<file path="config.mk">
export PLATFORM = sky130hd
export DESIGN_NAME = bounded_priority_queue_flat
export DESIGN_NICKNAME = d
export VERILOG_FILES = /design/src/rtl/core/bpq_pkg.sv /design/src/rtl/core/bpq_if.sv /design/src/rtl/core/bounded_priority_queue.sv /design/src/rtl/core/bpq_cell.sv /design/src/flat_wrapper.sv
export VERILOG_INCLUDE_DIRS = /design/src /design/src/rtl/core
export SDC_FILE = /design/constraint.sdc
export NUM_CORES = 1
export LEC_CHECK = 0
export ABC_AREA = 1
export BUFFER_PORTS_ARGS = -buffer_cell sky130_fd_sc_hd__buf_2
export CELL_PAD_IN_SITES_DETAIL_PLACEMENT = 0
export CELL_PAD_IN_SITES_GLOBAL_PLACEMENT = 2
export CORE_MARGIN = 4
export CORE_UTILIZATION = 35
export DETAILED_ROUTE_END_ITERATION = 8
export PLACE_DENSITY_LB_ADDON = 0.1
export SYNTH_ARGS = -nofsm -noshare
export SYNTH_HDL_FRONTEND = slang
export SYNTH_SLANG_ARGS = --single-unit
</file>
<file path="constraint.sdc">
create_clock -name i_clk -period 3.95 [get_ports i_clk]
set_clock_uncertainty 0.2 [all_clocks]
set_input_delay 0.1975 -clock i_clk [delete_from_list [all_inputs] [get_ports i_clk]]
set_output_delay 0.1975 -clock i_clk [all_outputs]
set_load 0.05 [all_outputs]
</file>
<file path="src/rtl/core/bounded_priority_queue_macros.svh">
// Assertion macros used by the bounded priority queue top level.
`ifndef BOUNDED_PRIORITY_QUEUE_MACROS_SVH
`define BOUNDED_PRIORITY_QUEUE_MACROS_SVH

// Same-cycle implication, disabled while reset is low.
`define BPQ_ASSERT_NOW(label, clk, rst_n, ante, cons) \
    label: assert property (@(posedge clk) disable iff (!(rst_n)) (ante) |-> (cons)) \
        else $error("bpq assertion failed");

// Next-cycle implication, disabled while reset is low.
`define BPQ_ASSERT_NEXT(label, clk, rst_n, ante, cons) \
    label: assert property (@(posedge clk) disable iff (!(rst_n)) (ante) |=> (cons)) \
        else $error("bpq assertion failed");

`endif

</file>
<file path="src/rtl/core/bpq_pkg.sv">
// Package: sizes, codes and types of the bounded priority queue.
`timescale 1ns / 1ps
package bpq_pkg;

    localparam int DEPTH         = 16;
    localparam int PRIORITY_BITS = 8;
    localparam int TAG_BITS      = 16;
    localparam int LIM_W         = 5;
    localparam int CNT_W         = $clog2(DEPTH + 1);
    localparam int CMP_W         = (CNT_W > LIM_W) ? CNT_W : LIM_W;

    localparam logic [LIM_W-1:0] CAP_RESET = LIM_W'(16);

    localparam logic KIND_INSERT  = 1'b0;
    localparam logic KIND_EXTRACT = 1'b1;

    localparam logic [1:0] ST_INSERTED  = 2'd0;
    localparam logic [1:0] ST_FULL      = 2'd1;
    localparam logic [1:0] ST_EXTRACTED = 2'd2;
    localparam logic [1:0] ST_EMPTY     = 2'd3;

    typedef struct packed {
        logic [PRIORITY_BITS-1:0] prio;
        logic [TAG_BITS-1:0]      tag;
    } t_entry;

    typedef struct packed {
        logic ins;
        logic ext;
        logic occ;
    } t_cell_ctl;

endpackage

</file>
<file path="src/rtl/core/bpq_if.sv">
// Valid/ready channel interfaces for the queue request and result words.
`timescale 1ns / 1ps
interface bpq_in_if;
    import bpq_pkg::*;
    logic                     valid;
    logic                     ready;
    logic                     kind;
    logic [PRIORITY_BITS-1:0] priority_req;
    logic [TAG_BITS-1:0]      tag;
    modport source (output valid, kind, priority_req, tag, input ready);
    modport sink (input valid, kind, priority_req, tag, output ready);
endinterface

interface bpq_out_if;
    import bpq_pkg::*;
    logic                     valid;
    logic                     ready;
    logic [1:0]               status;
    logic [PRIORITY_BITS-1:0] out_priority;
    logic [TAG_BITS-1:0]      out_tag;
    modport source (output valid, status, out_priority, out_tag, input ready);
    modport sink (input valid, status, out_priority, out_tag, output ready);
endinterface

</file>
<file path="src/rtl/core/bounded_priority_queue.sv">
// Bounded priority queue with extract-max: top level over a chain of sorted cells.
//
// Usage: each request word on i_in is an insert (kind 0, priority and tag)
// or an extract (kind 1). Every request yields exactly one result word on
// o_out: inserted, rejected full, extracted (with priority and tag) or
// empty. Entries are held sorted by priority, ties in arrival order, in a
// row of cells; each cell compares only with the broadcast new word and its
// neighbors, so every request finishes in the cycle it is accepted.
// The result is registered and appears in the cycle after acceptance. Throughput: one
// word per cycle while o_out.ready is high. When the receiver stalls the
// result is held in the output register and i_in.ready drops until it is
// taken; a new word is accepted in the same cycle the held one leaves.
// i_cfg_we with i_cfg_wdata sets the capacity limit (saturating at the
// chain depth); write it only while no result is pending.
// Reset (synchronous, active low) empties the queue, clears the output
// valid and restores the capacity limit to 16. No clearing pass is needed.
`timescale 1ns / 1ps
module bounded_priority_queue (
    input  logic                    i_clk,
    input  logic                    i_rst_n,
    bpq_in_if.sink                  i_in,
    bpq_out_if.source               o_out,
    input  logic                    i_cfg_we,
    input  logic [bpq_pkg::LIM_W-1:0] i_cfg_wdata
);
    import bpq_pkg::*;
    `include "bounded_priority_queue_macros.svh"

    logic [CNT_W-1:0] r_count;
    logic [CNT_W-1:0] n_count;
    logic [LIM_W-1:0] r_limit;
    logic             r_out_valid;
    logic             n_out_valid;
    logic [1:0]       r_out_status;
    t_entry           r_out_entry;

    logic             accept;
    logic             is_full;
    logic             is_empty;
    logic             do_ins;
    logic             do_ext;
    logic [CMP_W-1:0] lim_x;
    logic [CMP_W-1:0] eff_lim;
    t_entry           new_entry;

    t_entry           cell_q    [DEPTH];
    t_entry           cell_left [DEPTH];
    t_entry           cell_right[DEPTH];
    logic             cell_keep [DEPTH];
    logic             left_keep [DEPTH];
    t_cell_ctl        cell_ctl  [DEPTH];

    assign accept      = i_in.valid && i_in.ready;
    assign i_in.ready  = i_rst_n && (!r_out_valid || o_out.ready);
    assign new_entry   = '{prio: i_in.priority_req, tag: i_in.tag};

    assign lim_x    = CMP_W'(r_limit);
    assign eff_lim  = (lim_x > CMP_W'(DEPTH)) ? CMP_W'(DEPTH) : lim_x;
    assign is_full  = CMP_W'(r_count) >= eff_lim;
    assign is_empty = (r_count == '0);
    assign do_ins   = accept && (i_in.kind == KIND_INSERT) && !is_full;
    assign do_ext   = accept && (i_in.kind == KIND_EXTRACT) && !is_empty;

    genvar gi;
    generate
        for (gi = 0; gi < DEPTH; gi++) begin : g_cell
            localparam logic [CNT_W-1:0] IDX = CNT_W'(gi);
            assign cell_ctl[gi] = '{ins: do_ins, ext: do_ext, occ: (IDX < r_count)};
            if (gi == 0) begin : g_head
                assign cell_left[gi] = new_entry;
                assign left_keep[gi] = 1'b1;
            end else begin : g_body
                assign cell_left[gi] = cell_q[gi-1];
                assign left_keep[gi] = cell_keep[gi-1];
            end
            if (gi == DEPTH - 1) begin : g_tail
                assign cell_right[gi] = cell_q[gi];
            end else begin : g_inner
                assign cell_right[gi] = cell_q[gi+1];
            end
            bpq_cell u_cell (
                .i_clk       (i_clk),
                .i_ctl       (cell_ctl[gi]),
                .i_new       (new_entry),
                .i_left      (cell_left[gi]),
                .i_left_keep (left_keep[gi]),
                .i_right     (cell_right[gi]),
                .o_keep      (cell_keep[gi]),
                .o_entry     (cell_q[gi])
            );
        end
    endgenerate

    always_comb begin
        n_count = r_count;
        if (do_ins) begin
            n_count = r_count + 1'b1;
        end else if (do_ext) begin
            n_count = r_count - 1'b1;
        end
        n_out_valid = accept ? 1'b1 : (o_out.ready ? 1'b0 : r_out_valid);
    end

    always_ff @(posedge i_clk) begin
        if (!i_rst_n) begin
            r_count     <= '0;
            r_limit     <= CAP_RESET;
            r_out_valid <= 1'b0;
        end else begin
            r_count     <= n_count;
            r_out_valid <= n_out_valid;
            if (i_cfg_we) begin
                r_limit <= i_cfg_wdata;
            end
        end
    end

    // result word payload
    always_ff @(posedge i_clk) begin
        if (accept) begin
            if (i_in.kind == KIND_INSERT) begin
                r_out_status <= is_full ? ST_FULL : ST_INSERTED;
                r_out_entry  <= '0;
            end else if (is_empty) begin
                r_out_status <= ST_EMPTY;
                r_out_entry  <= '0;
            end else begin
                r_out_status <= ST_EXTRACTED;
                r_out_entry  <= cell_q[0];
            end
        end
    end

    assign o_out.valid        = r_out_valid;
    assign o_out.status       = r_out_status;
    assign o_out.out_priority = r_out_entry.prio;
    assign o_out.out_tag      = r_out_entry.tag;

    `BPQ_ASSERT_NOW(a_count_bound, i_clk, i_rst_n, 1'b1, r_count <= CNT_W'(DEPTH))
    `BPQ_ASSERT_NEXT(a_ins_count, i_clk, i_rst_n, do_ins, r_count == CNT_W'($past(r_count) + 1'b1))
    `BPQ_ASSERT_NEXT(a_ext_status, i_clk, i_rst_n, do_ext, r_out_valid && (r_out_status == ST_EXTRACTED))
    `BPQ_ASSERT_NOW(a_head_sorted, i_clk, i_rst_n, r_count >= CNT_W'(2), cell_q[0].prio >= cell_q[1].prio)

endmodule

</file>
<file path="src/rtl/core/bpq_cell.sv">
// One slot of the sorted entry chain: keeps, takes the new word, or shifts.
`timescale 1ns / 1ps
module bpq_cell (
    input  logic               i_clk,
    input  bpq_pkg::t_cell_ctl i_ctl,
    input  bpq_pkg::t_entry    i_new,
    input  bpq_pkg::t_entry    i_left,
    input  logic               i_left_keep,
    input  bpq_pkg::t_entry    i_right,
    output logic               o_keep,
    output bpq_pkg::t_entry    o_entry
);
    import bpq_pkg::*;

    t_entry r_entry;
    t_entry n_entry;

    // equal priorities stay ahead of the new word: earliest wins ties
    assign o_keep  = i_ctl.occ && (r_entry.prio >= i_new.prio);
    assign o_entry = r_entry;

    always_comb begin
        n_entry = r_entry;
        if (i_ctl.ins) begin
            if (!o_keep) begin
                n_entry = i_left_keep ? i_new : i_left;
            end
        end else if (i_ctl.ext) begin
            n_entry = i_right;
        end
    end

    always_ff @(posedge i_clk) begin
        r_entry <= n_entry;
    end

endmodule
</file>
<file path="src/flat_wrapper.sv">
// flat-port wrapper written by rule: the top's interface ports become plain ports
module bounded_priority_queue_flat import bpq_pkg::*;
  (i_clk, i_rst_n, i_cfg_we, i_cfg_wdata, i_in_valid, i_in_kind, i_in_priority_req, i_in_tag, i_in_ready, o_out_valid, o_out_status, o_out_out_priority, o_out_out_tag, o_out_ready);
  bpq_in_if i_in_i ();
  bpq_out_if o_out_i ();
  input  logic i_clk;
  input  logic i_rst_n;
  input  logic i_cfg_we;
  input  logic [bpq_pkg::LIM_W-1:0] i_cfg_wdata;
  input wire logic [$bits(i_in_i.valid)-1:0] i_in_valid;
  input wire logic [$bits(i_in_i.kind)-1:0] i_in_kind;
  input wire logic [$bits(i_in_i.priority_req)-1:0] i_in_priority_req;
  input wire logic [$bits(i_in_i.tag)-1:0] i_in_tag;
  output wire logic [$bits(i_in_i.ready)-1:0] i_in_ready;
  output wire logic [$bits(o_out_i.valid)-1:0] o_out_valid;
  output wire logic [$bits(o_out_i.status)-1:0] o_out_status;
  output wire logic [$bits(o_out_i.out_priority)-1:0] o_out_out_priority;
  output wire logic [$bits(o_out_i.out_tag)-1:0] o_out_out_tag;
  input wire logic [$bits(o_out_i.ready)-1:0] o_out_ready;
  assign i_in_i.valid = i_in_valid;
  assign i_in_i.kind = i_in_kind;
  assign i_in_i.priority_req = i_in_priority_req;
  assign i_in_i.tag = i_in_tag;
  assign i_in_ready = i_in_i.ready;
  assign o_out_valid = o_out_i.valid;
  assign o_out_status = o_out_i.status;
  assign o_out_out_priority = o_out_i.out_priority;
  assign o_out_out_tag = o_out_i.out_tag;
  assign o_out_i.ready = o_out_ready;
  bounded_priority_queue u_core (.i_clk(i_clk), .i_rst_n(i_rst_n), .i_in(i_in_i), .o_out(o_out_i), .i_cfg_we(i_cfg_we), .i_cfg_wdata(i_cfg_wdata));
endmodule
</file>
# After elaboration in Yosys (flattened, before gate mapping)

Index checks and enable logic that the tools add are counted.

Add/sub/neg operators: 2
Order comparisons: 34
Eq/ne operators: 15
Muxes and demuxes: 68
Bitwise logic cells: 2
Reductions and logical operators: 46

Operators by type and width:

| kind                | number |
|---|---|
| $mux 24             | 60 |
| $ge 8x8->1          | 16 |
| $lt 4x5->1 const A  | 8 |
| $reduce_and 2->1    | 16 |
| $ne 2x2->1 const B  | 15 |
| $logic_and 1x1->1   | 22 |
| $lt 3x5->1 const A  | 4 |
| $mux 5              | 3 |
| $lt 1x5->1 const A  | 2 |
| $lt 2x5->1 const A  | 2 |
| $add 5x1->5 const B | 1 |
| $ge 5x5->1          | 1 |
| $gt 5x5->1 const B  | 1 |
| $logic_not 5->1     | 1 |
| $sub 5x1->5 const B | 1 |
| $mux 1              | 4 |
| $reduce_bool 2->1   | 2 |
| $logic_not 1->1     | 3 |
| $mux 2              | 1 |
| $not 1->1           | 2 |
| $reduce_or 2->1     | 1 |
| $logic_or 1x1->1    | 1 |

Flip-flop bits (word level): 421
Bits of input ports: 35
Output and inout port bits: 28
Word-level logic and storage cells: 205

# Logic depth before layout (Yosys ltp)

Gate-level depths: netlist of run 1.

Depth in word-level cells: 8
Gate-level depth with buffers: 14

# Cells and area by module

A second synthesis of run 1 with hierarchy kept.

Cell total of the unflattened synthesis: 2945
Area total of the unflattened synthesis: 25007.7 sq um

By module, submodules not included:

| module                 | instances | cells each | area an instance (sq um) |
|---|---|---|---|
| bpq_cell               | 16        | 170        | 1441.4 |
| bounded_priority_queue | 1         | 225        | 1945.6 |

# Least setup slack after synthesis of run 1

Ideal clock, no wire load.

Path type: reg-to-reg
Start point: reg u_core.r_out_valid, in the netlist u_core.o_out.valid
End point: reg u_core.g_cell[10].u_cell.r_entry, in the netlist u_core.g_cell[10].u_cell.o_entry[0] (enable)
Setup time: 0.420 ns
Arrival time: 3.272 ns
Data required time: 3.330 ns
Setup slack: 0.058 ns
Cell stages (with the launch flop): 7
Buffers on the path: 1
Clock period less this slack: 3.892 ns
Cell sequence: dfxtp_1 > inv_1 > nor2_1 > nor3_4 > nand3_2 > buf_1 > a31oi_1

Word-level cells in the longest chain between the ends: 8

Ends and longest elaborated chain:

| what                                                             | line                                                       | source |
|---|---|---|
| start: declaration                                               | bounded_priority_queue.sv:32                               | `logic r_out_valid;` |
| start signal: assignment                                         | bounded_priority_queue.sv:111                              | `r_out_valid <= n_out_valid;` |
| $logic_not 1->1 *                                                | bounded_priority_queue.sv:54                               | `assign i_in.ready = i_rst_n && (!r_out_valid \|\| o_out.ready);` |
| $logic_or 1x1->1 *                                               | bounded_priority_queue.sv:54                               |  |
| $logic_and 1x1->1 *                                              | bounded_priority_queue.sv:54                               |  |
| $logic_and 1x1->1 *                                              | bounded_priority_queue.sv:53                               | `assign accept = i_in.valid && i_in.ready;` |
| via u_core.accept                                                | bounded_priority_queue.sv:37                               | `logic accept;` |
| $logic_and 1x1->1, on equally long branches (2 in series)        | bounded_priority_queue.sv:61, bounded_priority_queue.sv:62 |  |
| $ne 2x2->1 (no line) / $reduce_bool 2->1 (equally long branches) | n/a                                                        |  |
| $reduce_and 2->1 (no line) *                                     | n/a                                                        |  |
| end signal: assignment                                           | bpq_cell.sv:34                                             | `r_entry <= n_entry;` |
| end: declaration                                                 | bpq_cell.sv:15                                             | `t_entry r_entry;` |

Mark *: on every way through the listed nets, which the timed path passes. The rest lies on a longest branch.
A chain may end at the register's enable or synchronous reset.

# Worst setup path after layout of run 1

Start point: reg u_core.r_count[0]
End point: reg u_core.g_cell[11].u_cell.r_entry, in the netlist u_core.g_cell[11].u_cell.o_entry[11] (enable)

Word-level cells in the longest chain between the ends: 5

Ends and longest elaborated chain:

| what                                                             | line                                                       | source |
|---|---|---|
| start: declaration                                               | bounded_priority_queue.sv:29                               | `logic [CNT_W-1:0] r_count;` |
| start signal: assignment                                         | bounded_priority_queue.sv:110                              | `r_count <= n_count;` |
| $ge 5x5->1 / $logic_not 5->1 (equally long branches)             | bounded_priority_queue.sv:59, bounded_priority_queue.sv:60 |  |
| $logic_not 1->1, on equally long branches                        | bounded_priority_queue.sv:61, bounded_priority_queue.sv:62 |  |
| $logic_and 1x1->1, on equally long branches                      | bounded_priority_queue.sv:61, bounded_priority_queue.sv:62 |  |
| $ne 2x2->1 (no line) / $reduce_bool 2->1 (equally long branches) | n/a                                                        |  |
| $reduce_and 2->1 (no line) *                                     | n/a                                                        |  |
| end signal: assignment                                           | bpq_cell.sv:34                                             |  |
| end: declaration                                                 | bpq_cell.sv:15                                             |  |

Mark *: on every way between the ends. The rest lies on a longest branch, timed or not.

==> summary.md, run 1 <==
| Metric | Value |
|---|---|
| Hold Crit Class | input port to register |
| YS warnings | 0 |
| Reg2Reg Depth | 10 |
| Global-route wire length before repair | 136100 µm |
| Residual DRC | 0 |
| Core area | 0.07457 mm² |
| Sink Count | 421 |
| Buffer count from post-CTS setup fixing | 0 |
| Outcome | finished clean |
| Drt initial violations | 1705 |
| DP Worst Slack | 0.6700 ns |
| Vias per Instance | 5.142 |
| CTS resizes | 0 |
| Pwr dens | 431.2 mW/mm² |
| Crit path capture type | register |
| Slowest CP cell | dfxtp_1 |
| Die X | 282.3 µm |
| VDD IR-drop max | 0.3850 mV |
| Drt total wl | 90460 µm |
| Critical path launch point type | register |
| Critical path peak fanout | 24 |
| CP max stage delay | 0.44 ns |
| Layout Nets | 3599 |
| Die area | 0.07972 mm² |
| Placed instance area | 0.02788 mm² |
| Starting Density | 35.32% |
| Flop2flop setup slack | 0.68 ns |
| Power Total | 12.88 mW |
| Max-slew headroom | 25.59% |
| Synthesized area per cell | 7.793 µm² |
| Setup WS post-layout | 0.6770 ns |
| Share of cells above drive strength 1 | 8.410% |
| Post-synthesis sequential area ratio | 47.58% |
| Design area | 0.02986 mm² |
| Antenna Violating Nets Remaining | 0 |
| Hold slack | 0.04249 ns |
| CP required | 4.04 ns |
| Initial antenna violation count | 0 |
| Storage cell area | 0.01253 mm² |
| Final Cycle Share | 82.86% |
| Diode count | 0 |
| Clk_lat worst skew | 0.62 ns |
| Multi-input logic area | 0.01122 mm² |
| RR Startpoint | u_core.r_count[0]$_SDFFE_PN0P_ |
| CTS tree | yes |
| H-tree lvl count | 2 |
| WL/cell | 20.37 µm |
| CTS root buffer | clkbuf_16 |
| Post-Syn Instances | 3380 |
| Slew Viols, Final | 0 |
| Worst Max-Slew Pin Slew | 1.115 ns |
| CP Launch Point | u_core.r_count[0]$_SDFFE_PN0P_ |
| Final Hold Vio Count | 0 |
| Reg2reg end | u_core.g_cell[11].u_cell.o_entry[11]$_DFFE_PP_ |
| Rows | 100 |
| Clock slew at reported path FFs | 0.06 ns |
| Worst hold stages | 5 |
| Bufs on Longest Clock Path | 3 |
| FF+latch count, synth | 421 |
| Crit path to | u_core.g_cell[11].u_cell.o_entry[11]$_DFFE_PP_ |
| Final HPWL DP | 64780 µm |
| Crit path DAT | 3.36 ns |
| Die height | 282.3 µm |
| RSZ-0062 raised after global routing | false |
| Fmax | 305.5 MHz |
| Synth Net Count | 3552 |
| Crit-path cells | clkinv_1 > ha_1 > or2_2 > nand3b_1 > nand2_1 > nand2_1 > nand2_2 > buf_4 > a31oi_2 > buf_4 |
| Total track usage | 22.25% |
| I/O pin total | 63 |
| Most common cell after layout, fill and taps aside | nand2_1 |
| Port buffer count | 62 |
| Post-layout min period | 3.273 ns |
| Largest net degree at the start of global routing | 166 |
| Commonest non-fill, non-tap cells in the layout | nand2_1, nand3_1, inv_1 |
| Setup Total Neg Slack | 0 ns |
| Layout area overhead | 13.35% |
| Vias in the first global route | 22831 |
| MaxCap Viol Count | 0 |
| Crit Path Category | register to register |
| Detailed-route via count | 22834 |
| Post-synth cell types | 32 |
| TritonCTS buffer count | 54 |
| Final setup vio count | 0 |
| GP Congestion | 0.8467 |
| Grt ovf | 0 |
| Fill count | 7864 |
| Syn Std Cell Area | 0.02634 mm² |
| Leakage | 14.37 nW |
| DRT Pass-1 Iters | 5 |
## metrics by stage
step	cells	utilization, %
floorplan	3380	-
global placement	4316	37.39
detailed placement	4316	37.39
CTS	4441	40.04
global route	4441	40.04
finish	4441	40.04
## how the worst min path moves through the flow
stage	start	endpoint	slack, ns
2_1_floorplan	i_in_kind	u_core.o_out.status[1]$_DFFE_PP_	0.1
3_3_place_gp	i_in_valid	u_core.o_out.valid$_SDFFE_PN0P_	0.22
3_5_place_dp	i_cfg_wdata[2]	u_core.lim_x[2]$_SDFFE_PN0P_	0.23
4_1_cts	i_in_priority_req[5]	u_core.g_cell[15].u_cell.o_entry[21]$_DFFE_PP_	0.007
5_1_grt	i_in_priority_req[5]	u_core.g_cell[15].u_cell.o_entry[21]$_DFFE_PP_	0.06
6_report	i_in_priority_req[2]	u_core.g_cell[7].u_cell.o_entry[18]$_DFFE_PP_	0.04
## where the power goes
group	internal, mW	leakage, nW	switching, mW
combinational	0.714	9.66	1.74
clock	2.88	0.851	2.05
sequential	5.29	3.86	0.202
total	8.89	14.4	3.99
## sequential cells by signal, summed over array words and instances (netlist names)
register	cells
u_core.g_cell.u_cell.o_entry	384
u_core.o_out.out_tag	16
u_core.o_out.out_priority	8
u_core.lim_x	5
u_core.r_count	5
u_core.o_out.status	2
u_core.o_out.valid	1
## synth_stat cells
| master | count | area share [%] |
|---|---|---|
| a21oi_1 | 40 | 0.76 |
| a21oi_2 | 1 | 0.033 |
| a31oi_1 | 15 | 0.36 |
| buf_1 | 1 | 0.014 |
| buf_2 | 53 | 1.0 |
| buf_4 | 23 | 0.66 |
| buf_6 | 16 | 0.68 |
| clkbuf_1 | 108 | 1.5 |
| clkinv_1 | 9 | 0.13 |
| dfxtp_1 | 11 | 0.84 |
| edfxtp_1 | 410 | 47 |
| ha_1 | 137 | 6.5 |
| inv_1 | 430 | 6.1 |
| inv_2 | 6 | 0.085 |
| nand2_1 | 1242 | 18 |
| nand2_2 | 4 | 0.095 |
| nand2_4 | 1 | 0.043 |
| nand3_1 | 695 | 13 |
| nand3_2 | 3 | 0.11 |
| nand3b_1 | 1 | 0.029 |
| nand4_1 | 4 | 0.095 |
| nor2_1 | 77 | 1.1 |
| nor2_2 | 1 | 0.024 |
| nor2_4 | 1 | 0.043 |
| nor3_4 | 1 | 0.062 |
| o21a_1 | 16 | 0.46 |
| o21ai_0 | 64 | 1.2 |
| o21ai_2 | 3 | 0.10 |
| o21ai_4 | 1 | 0.062 |
| or2_2 | 1 | 0.024 |
| xnor2_1 | 2 | 0.067 |
| xor2_1 | 3 | 0.10 |
## metal layers
layer	GRT usage, %	vias up	part of all wire (%)
li1	-	11078	-
met4	6.007	0	2.7
met1	27.68	11154	42
met2	40.83	460	51
met3	2.691	142	4.0
met5	0	-	0
## kinds of logic after synthesis
group | share of synthesized area (%)
and+or+nand+nor | 32.53
AOI/OAI and AO/OA | 2.983
xor gates and xnor gates | 0.1663
DFF | 47.58
buffers and inverters | 10.24
adders and majority gates | 6.507
## cell type report
type | instances | area share (%)
clock buffers | 69 | 4.785
multi-input cells | 2313 | 37.57
well taps | 969 | 4.061
repair buffers | 192 | 4.970
flip-flops and latches | 421 | 41.97
inverters | 445 | 5.619
clock inverters | 32 | 1.027
## worst max-delay path: cells and delay by family (launching register included)
family	cells	cell delay, ns
simple gates	5	1.02
buf+inv	3	0.80
flops	1	0.44
fa+ha+maj	1	0.30
compound gates	1	0.16
## repair_timing
action                                  in CTS  in global routing
hold buffers                                24                  0
hold endpoints to repair                    30                  0
endpoints found under the setup margin       0                  0
(Power assumes the default switching activity.)
==> run 2, diff against run 1 <==
Clock period 3.95 ns to 2.8 ns, I/O delays scaled along.
==> summary.md, run 2 (same netlist as run 1, synthesis figures left out) <==
| Metric | Value |
|---|---|
| Outcome | finished clean |
| Starting Density | 35.32% |
| Die height | 282.3 µm |
| Share of cells above drive strength 1 | 8.964% |
| Clock slew at reported path FFs | 0.06 ns |
| Crit path DAT | 2.67 ns |
| Die X | 282.3 µm |
| Total track usage | 22.28% |
| Grt ovf | 0 |
| Bufs on Longest Clock Path | 3 |
| CP most frequent cell | nand2_1 |
| Power Total | 17.86 mW |
| CP required | 2.88 ns |
| Final HPWL DP | 63670 µm |
| Sink Count | 421 |
| Core area | 0.07457 mm² |
| Port buffer count | 62 |
| Crit path capture type | register |
| Most common cell after layout, fill and taps aside | nand2_1 |
| WL/cell | 20.05 µm |
| Residual DRC | 0 |
| Non-filler instance count after layout | 4483 |
| Layout Nets | 3651 |
| DRT Pass-1 Iters | 5 |
| Design area | 0.03077 mm² |
| Critical path peak fanout | 20 |
| Rows | 100 |
| Pwr dens | 580.5 mW/mm² |
| Diode count | 0 |
| Crit-path cells | inv_1 > nand2_1 > ha_1 > nand3_1 > nor2_1 > nor2_1 > nand2_1 > nand2_1 > nand2_4 > buf_12 > a31oi_4 > buf_12 |
| Global-route wire length before repair | 137200 µm |
| Die area | 0.07972 mm² |
| Fmax | 386.9 MHz |
| Fill count | 7671 |
| Crit Path Category | register to register |
| Placed instance area | 0.02880 mm² |
| CP max stage delay | 0.31 ns |
| Commonest non-fill, non-tap cells in the layout | nand2_1, nand3_1, inv_1 |
| Hold Crit Class | input port to register |
| Leakage | 14.71 nW |
| Antenna Violating Nets Remaining | 0 |
| Initial antenna violation count | 1 |
| Vias in the first global route | 23137 |
| Slew Viols, Final | 0 |
| Largest net degree at the start of global routing | 67 |
| GP Congestion | 0.8112 |
| MaxCap Viol Count | 0 |
| I/O pin total | 63 |
| Clk_lat worst skew | 0.60 ns |
| Slowest CP cell | dfxtp_1 |
| H-tree lvl count | 2 |
| Detailed-route via count | 23097 |
| CTS root buffer | clkbuf_16 |
| Vias per Instance | 5.152 |
| Final Hold Vio Count | 0 |
| Placed Cells | 4352 |
| Buffer count from post-CTS setup fixing | 0 |
| TritonCTS buffer count | 52 |
| Drt total wl | 89870 µm |
| Post-layout min period | 2.585 ns |
| Worst Max-Slew Pin Slew | 0.7876 ns |
| Critical path launch point type | register |
| RSZ-0062 raised after global routing | false |
| CTS tree | yes |
| Number of flip-flops in the largest register | 384 |
| VDD IR-drop max | 0.3812 mV |
| Layout area overhead | 16.81% |
| Drt initial violations | 1628 |
| Final Cycle Share | 92.31% |
| Final setup vio count | 0 |
| Max-slew headroom | 47.43% |
## run 2: final timing paths
check / endpoint / slack [ns] / start / depth (start not counted)
hold / removal: u_core.lim_x[4]$_SDFFE_PN1P_ / 0.15 / i_cfg_we / 3
hold reg to reg: u_core.g_cell[14].u_cell.o_entry[0]$_DFFE_PP_ / 0.33 / u_core.g_cell[15].u_cell.o_entry[0]$_DFFE_PP_ / 2
setup / recovery: u_core.g_cell[4].u_cell.o_entry[19]$_DFFE_PP_ / 0.22 / u_core.lim_x[4]$_SDFFE_PN1P_ / 12
setup reg to reg: u_core.g_cell[4].u_cell.o_entry[19]$_DFFE_PP_ / 0.22 / u_core.lim_x[4]$_SDFFE_PN1P_ / 12
## run 2: final cells by class
class | instances | area [µm²] | share of cell area [%]
well taps | 969 | 1212 | 3.940
clock buffers | 65 | 1371 | 4.457
clock inverters | 24 | 177.7 | 0.5774
flip-flops and latches | 421 | 12540 | 40.74
repair buffers | 246 | 2422 | 7.872
multi-input cells | 2313 | 11370 | 36.96
inverters | 445 | 1679 | 5.457
## run 2: repair_timing
item / CTS / global route
hold buffers: 42 / 0
hold endpoints to repair: 142 / 0
resized for setup: 0 / 0
## run 2: metal layers
layer	part of all wire [%]	wire length [µm]	global-route usage (%)
met1	42	37720	27.63
met2	51	45890	40.78
met3	4.2	3804	2.914
met4	2.7	2458	6.097
met5	0	0	0
## run 2: stage by stage
step	util [%]	hold slack (ns)	TNS (ns)	setup WS [ns]
finish	41.26	0.1540	0	0.2152
floorplan	-	0.03887	-87.01	-0.2867
detailed placement	38.62	0.1665	0	0.2058
global placement	38.62	0.1630	0	0.2127
CTS	41.26	0.09839	0	0.1894
global route	41.26	0.1559	0	0.0008094
## run 2: power by group
group | switching, mW | internal (mW)
logic | 2.51 | 1.21
clock network | 2.70 | 3.69
registers | 0.279 | 7.46
total | 5.49 | 12.4
## run 2: worst max-delay path: cells and delay by family (launching register included)
kind	cells	cell delay, ns
buffers and inverters	3	0.49
AO/OA/AOI/OAI	1	0.27
AND/OR/NAND/NOR	7	0.67
flip-flops	1	0.31
adder cells (fa/ha/maj)	1	0.29
==> run 3, diff against run 2 <==
Settings changed: CORE_MARGIN 4 to default.
==> summary.md, run 3 (same netlist as run 1, synthesis figures left out) <==
| Metric | Value |
|---|---|
| CP required | 2.89 ns |
| Initial antenna violation count | 0 |
| Design area | 0.03071 mm² |
| Buffer count from post-CTS setup fixing | 0 |
| Commonest non-fill, non-tap cells in the layout | nand2_1, nand3_1, inv_1 |
| Placed instance area | 0.02867 mm² |
| Slowest CP cell | dfxtp_1 |
| WL/cell | 20.05 µm |
| Starting Density | 35.38% |
| Setup Total Neg Slack | 0 ns |
| Worst Max-Slew Pin Slew | 0.8936 ns |
| VDD IR-drop max | 0.3750 mV |
| I/O pin total | 63 |
| CTS root buffer | clkbuf_16 |
| Fmax | 382.8 MHz |
| Core area | 0.07445 mm² |
| Global-route wire length before repair | 138500 µm |
| Fill count | 7651 |
| Largest net degree at the start of global routing | 73 |
| Clock slew at reported path FFs | 0.06 ns |
| Share of cells above drive strength 1 | 9.318% |
| Final Cycle Share | 93.31% |
| Vias in the first global route | 23421 |
| Met3 wire len | 3558 µm |
| CTS tree | yes |
| Die height | 276.3 µm |
| CP max stage delay | 0.31 ns |
| Worst path top cell family by delay | simple AND/OR/NAND/NOR gates |
| Drt initial violations | 1644 |
| Utilization after layout | 41.25% |
| Crit path capture type | register |
| Post-layout min period | 2.613 ns |
| Layout Nets | 3649 |
| Hold Crit Class | input port to register |
| Final Hold Vio Count | 0 |
| Final HPWL DP | 64190 µm |
| Rows | 100 |
| Port buffer count | 62 |
| Drt total wl | 90000 µm |
| Crit path buf inv count | 3 |
| Critical path launch point type | register |
| Crit path DAT | 2.70 ns |
| Die area | 0.07636 mm² |
| Clk_lat worst skew | 0.60 ns |
| Most common cell after layout, fill and taps aside | nand2_1 |
| Hold slack | 0.1722 ns |
| Layout area overhead | 16.57% |
| Crit Path Category | register to register |
| Slew Viols, Final | 0 |
| Residual DRC | 0 |
| Total track usage | 23.34% |
| Critical path peak fanout | 10 |
| Vias per Instance | 5.135 |
| DRT Pass-1 Iters | 5 |
| TritonCTS buffer count | 53 |
| Bufs on Longest Clock Path | 3 |
| Max Used Layer | met4 |
| Pwr dens | 585.6 mW/mm² |
| Outcome | finished clean |
| Antenna Violating Nets Remaining | 0 |
| Grt ovf | 0 |
| M1 WL | 38450 µm |
| CP most frequent cell | nand2_1 |
| GP Congestion | 0.8605 |
| Diode count | 0 |
| Sink Count | 421 |
| Leakage | 14.70 nW |
| Multi-input logic area | 0.01137 mm² |
| Crit-path cells | inv_1 > nor2_1 > ha_1 > or2_2 > nand3b_1 > nand2_1 > nand2_1 > nand2_4 > buf_12 > a31oi_4 > buf_4 |
| MaxCap Viol Count | 0 |
| Number of flip-flops in the largest register | 384 |
| Die X | 276.3 µm |
| RSZ-0062 raised after global routing | false |
| Detailed-route via count | 23050 |
| Final setup vio count | 0 |
| Max-slew headroom | 40.36% |
| Storage cell area | 0.01254 mm² |
| Metal2 WL | 45190 µm |
| H-tree lvl count | 2 |
## run 3: area by class of cell
class	instances	area share, %
clock inverter	34	0.8190
sequential	421	40.83
tap	969	3.948
clock buffer	64	4.454
multi-input combinational	2313	37.03
inverter	445	5.468
timing repair buffer	243	7.453
## run 3: worst register-to-register path: cells and delay by family, from the launching register on
| family | cells | cell delay, ns |
|---|---|---|
| buffers and inverters | 3 | 0.46 |
| AO/OA/AOI/OAI | 1 | 0.23 |
| AND/OR/NAND/NOR | 6 | 0.87 |
| adder cells (fa/ha/maj) | 1 | 0.24 |
| flip-flops | 1 | 0.31 |
## run 3: per-stage QoR
| step | power [mW] | std cells | setup slack (ns) |
|---|---|---|---|
| CTS | 18.19 | 4489 | 0.1607 |
| detailed placement | 11.53 | 4350 | 0.1982 |
| global route | 18.84 | 4489 | 0.005929 |
| global placement | 11.46 | 4350 | 0.1589 |
| floorplan | 10.16 | 3380 | -0.2867 |
| finish | 17.98 | 4489 | 0.1874 |
## run 3: power by group
| part | switching [mW] | internal, mW |
|---|---|---|
| clock network | 2.81 | 3.74 |
| logic | 2.51 | 1.18 |
| registers | 0.277 | 7.46 |
## run 3: per-layer routing
layer  track usage (%)  vias to the layer above
met5                 0                        -
met4             7.692                        0
met3             2.256                      152
met2             41.46                      582
met1             29.58                    11113
li1                  -                    11203
## run 3: what timing repair did
item / 4_1_cts / 5_1_grt
hold endpoints to repair: 118 / 0
setup endpoints to repair: 0 / 2
hold buffers: 41 / 0
resized for setup: 0 / 1
## run 3: path summary, 6_finish.rpt
check                                                startpoint                                       endpoint  slack (ns)  depth (start not counted)
hold reg to reg   u_core.g_cell[15].u_cell.o_entry[7]$_DFFE_PP_  u_core.g_cell[14].u_cell.o_entry[7]$_DFFE_PP_        0.31                          2
setup / recovery                   u_core.lim_x[0]$_SDFFE_PN0P_   u_core.g_cell[9].u_cell.o_entry[9]$_DFFE_PP_        0.19                         11
hold / removal                                      i_in_tag[0]  u_core.g_cell[15].u_cell.o_entry[0]$_DFFE_PP_        0.17                          3
setup reg to reg                   u_core.lim_x[0]$_SDFFE_PN0P_   u_core.g_cell[9].u_cell.o_entry[9]$_DFFE_PP_        0.19                         11
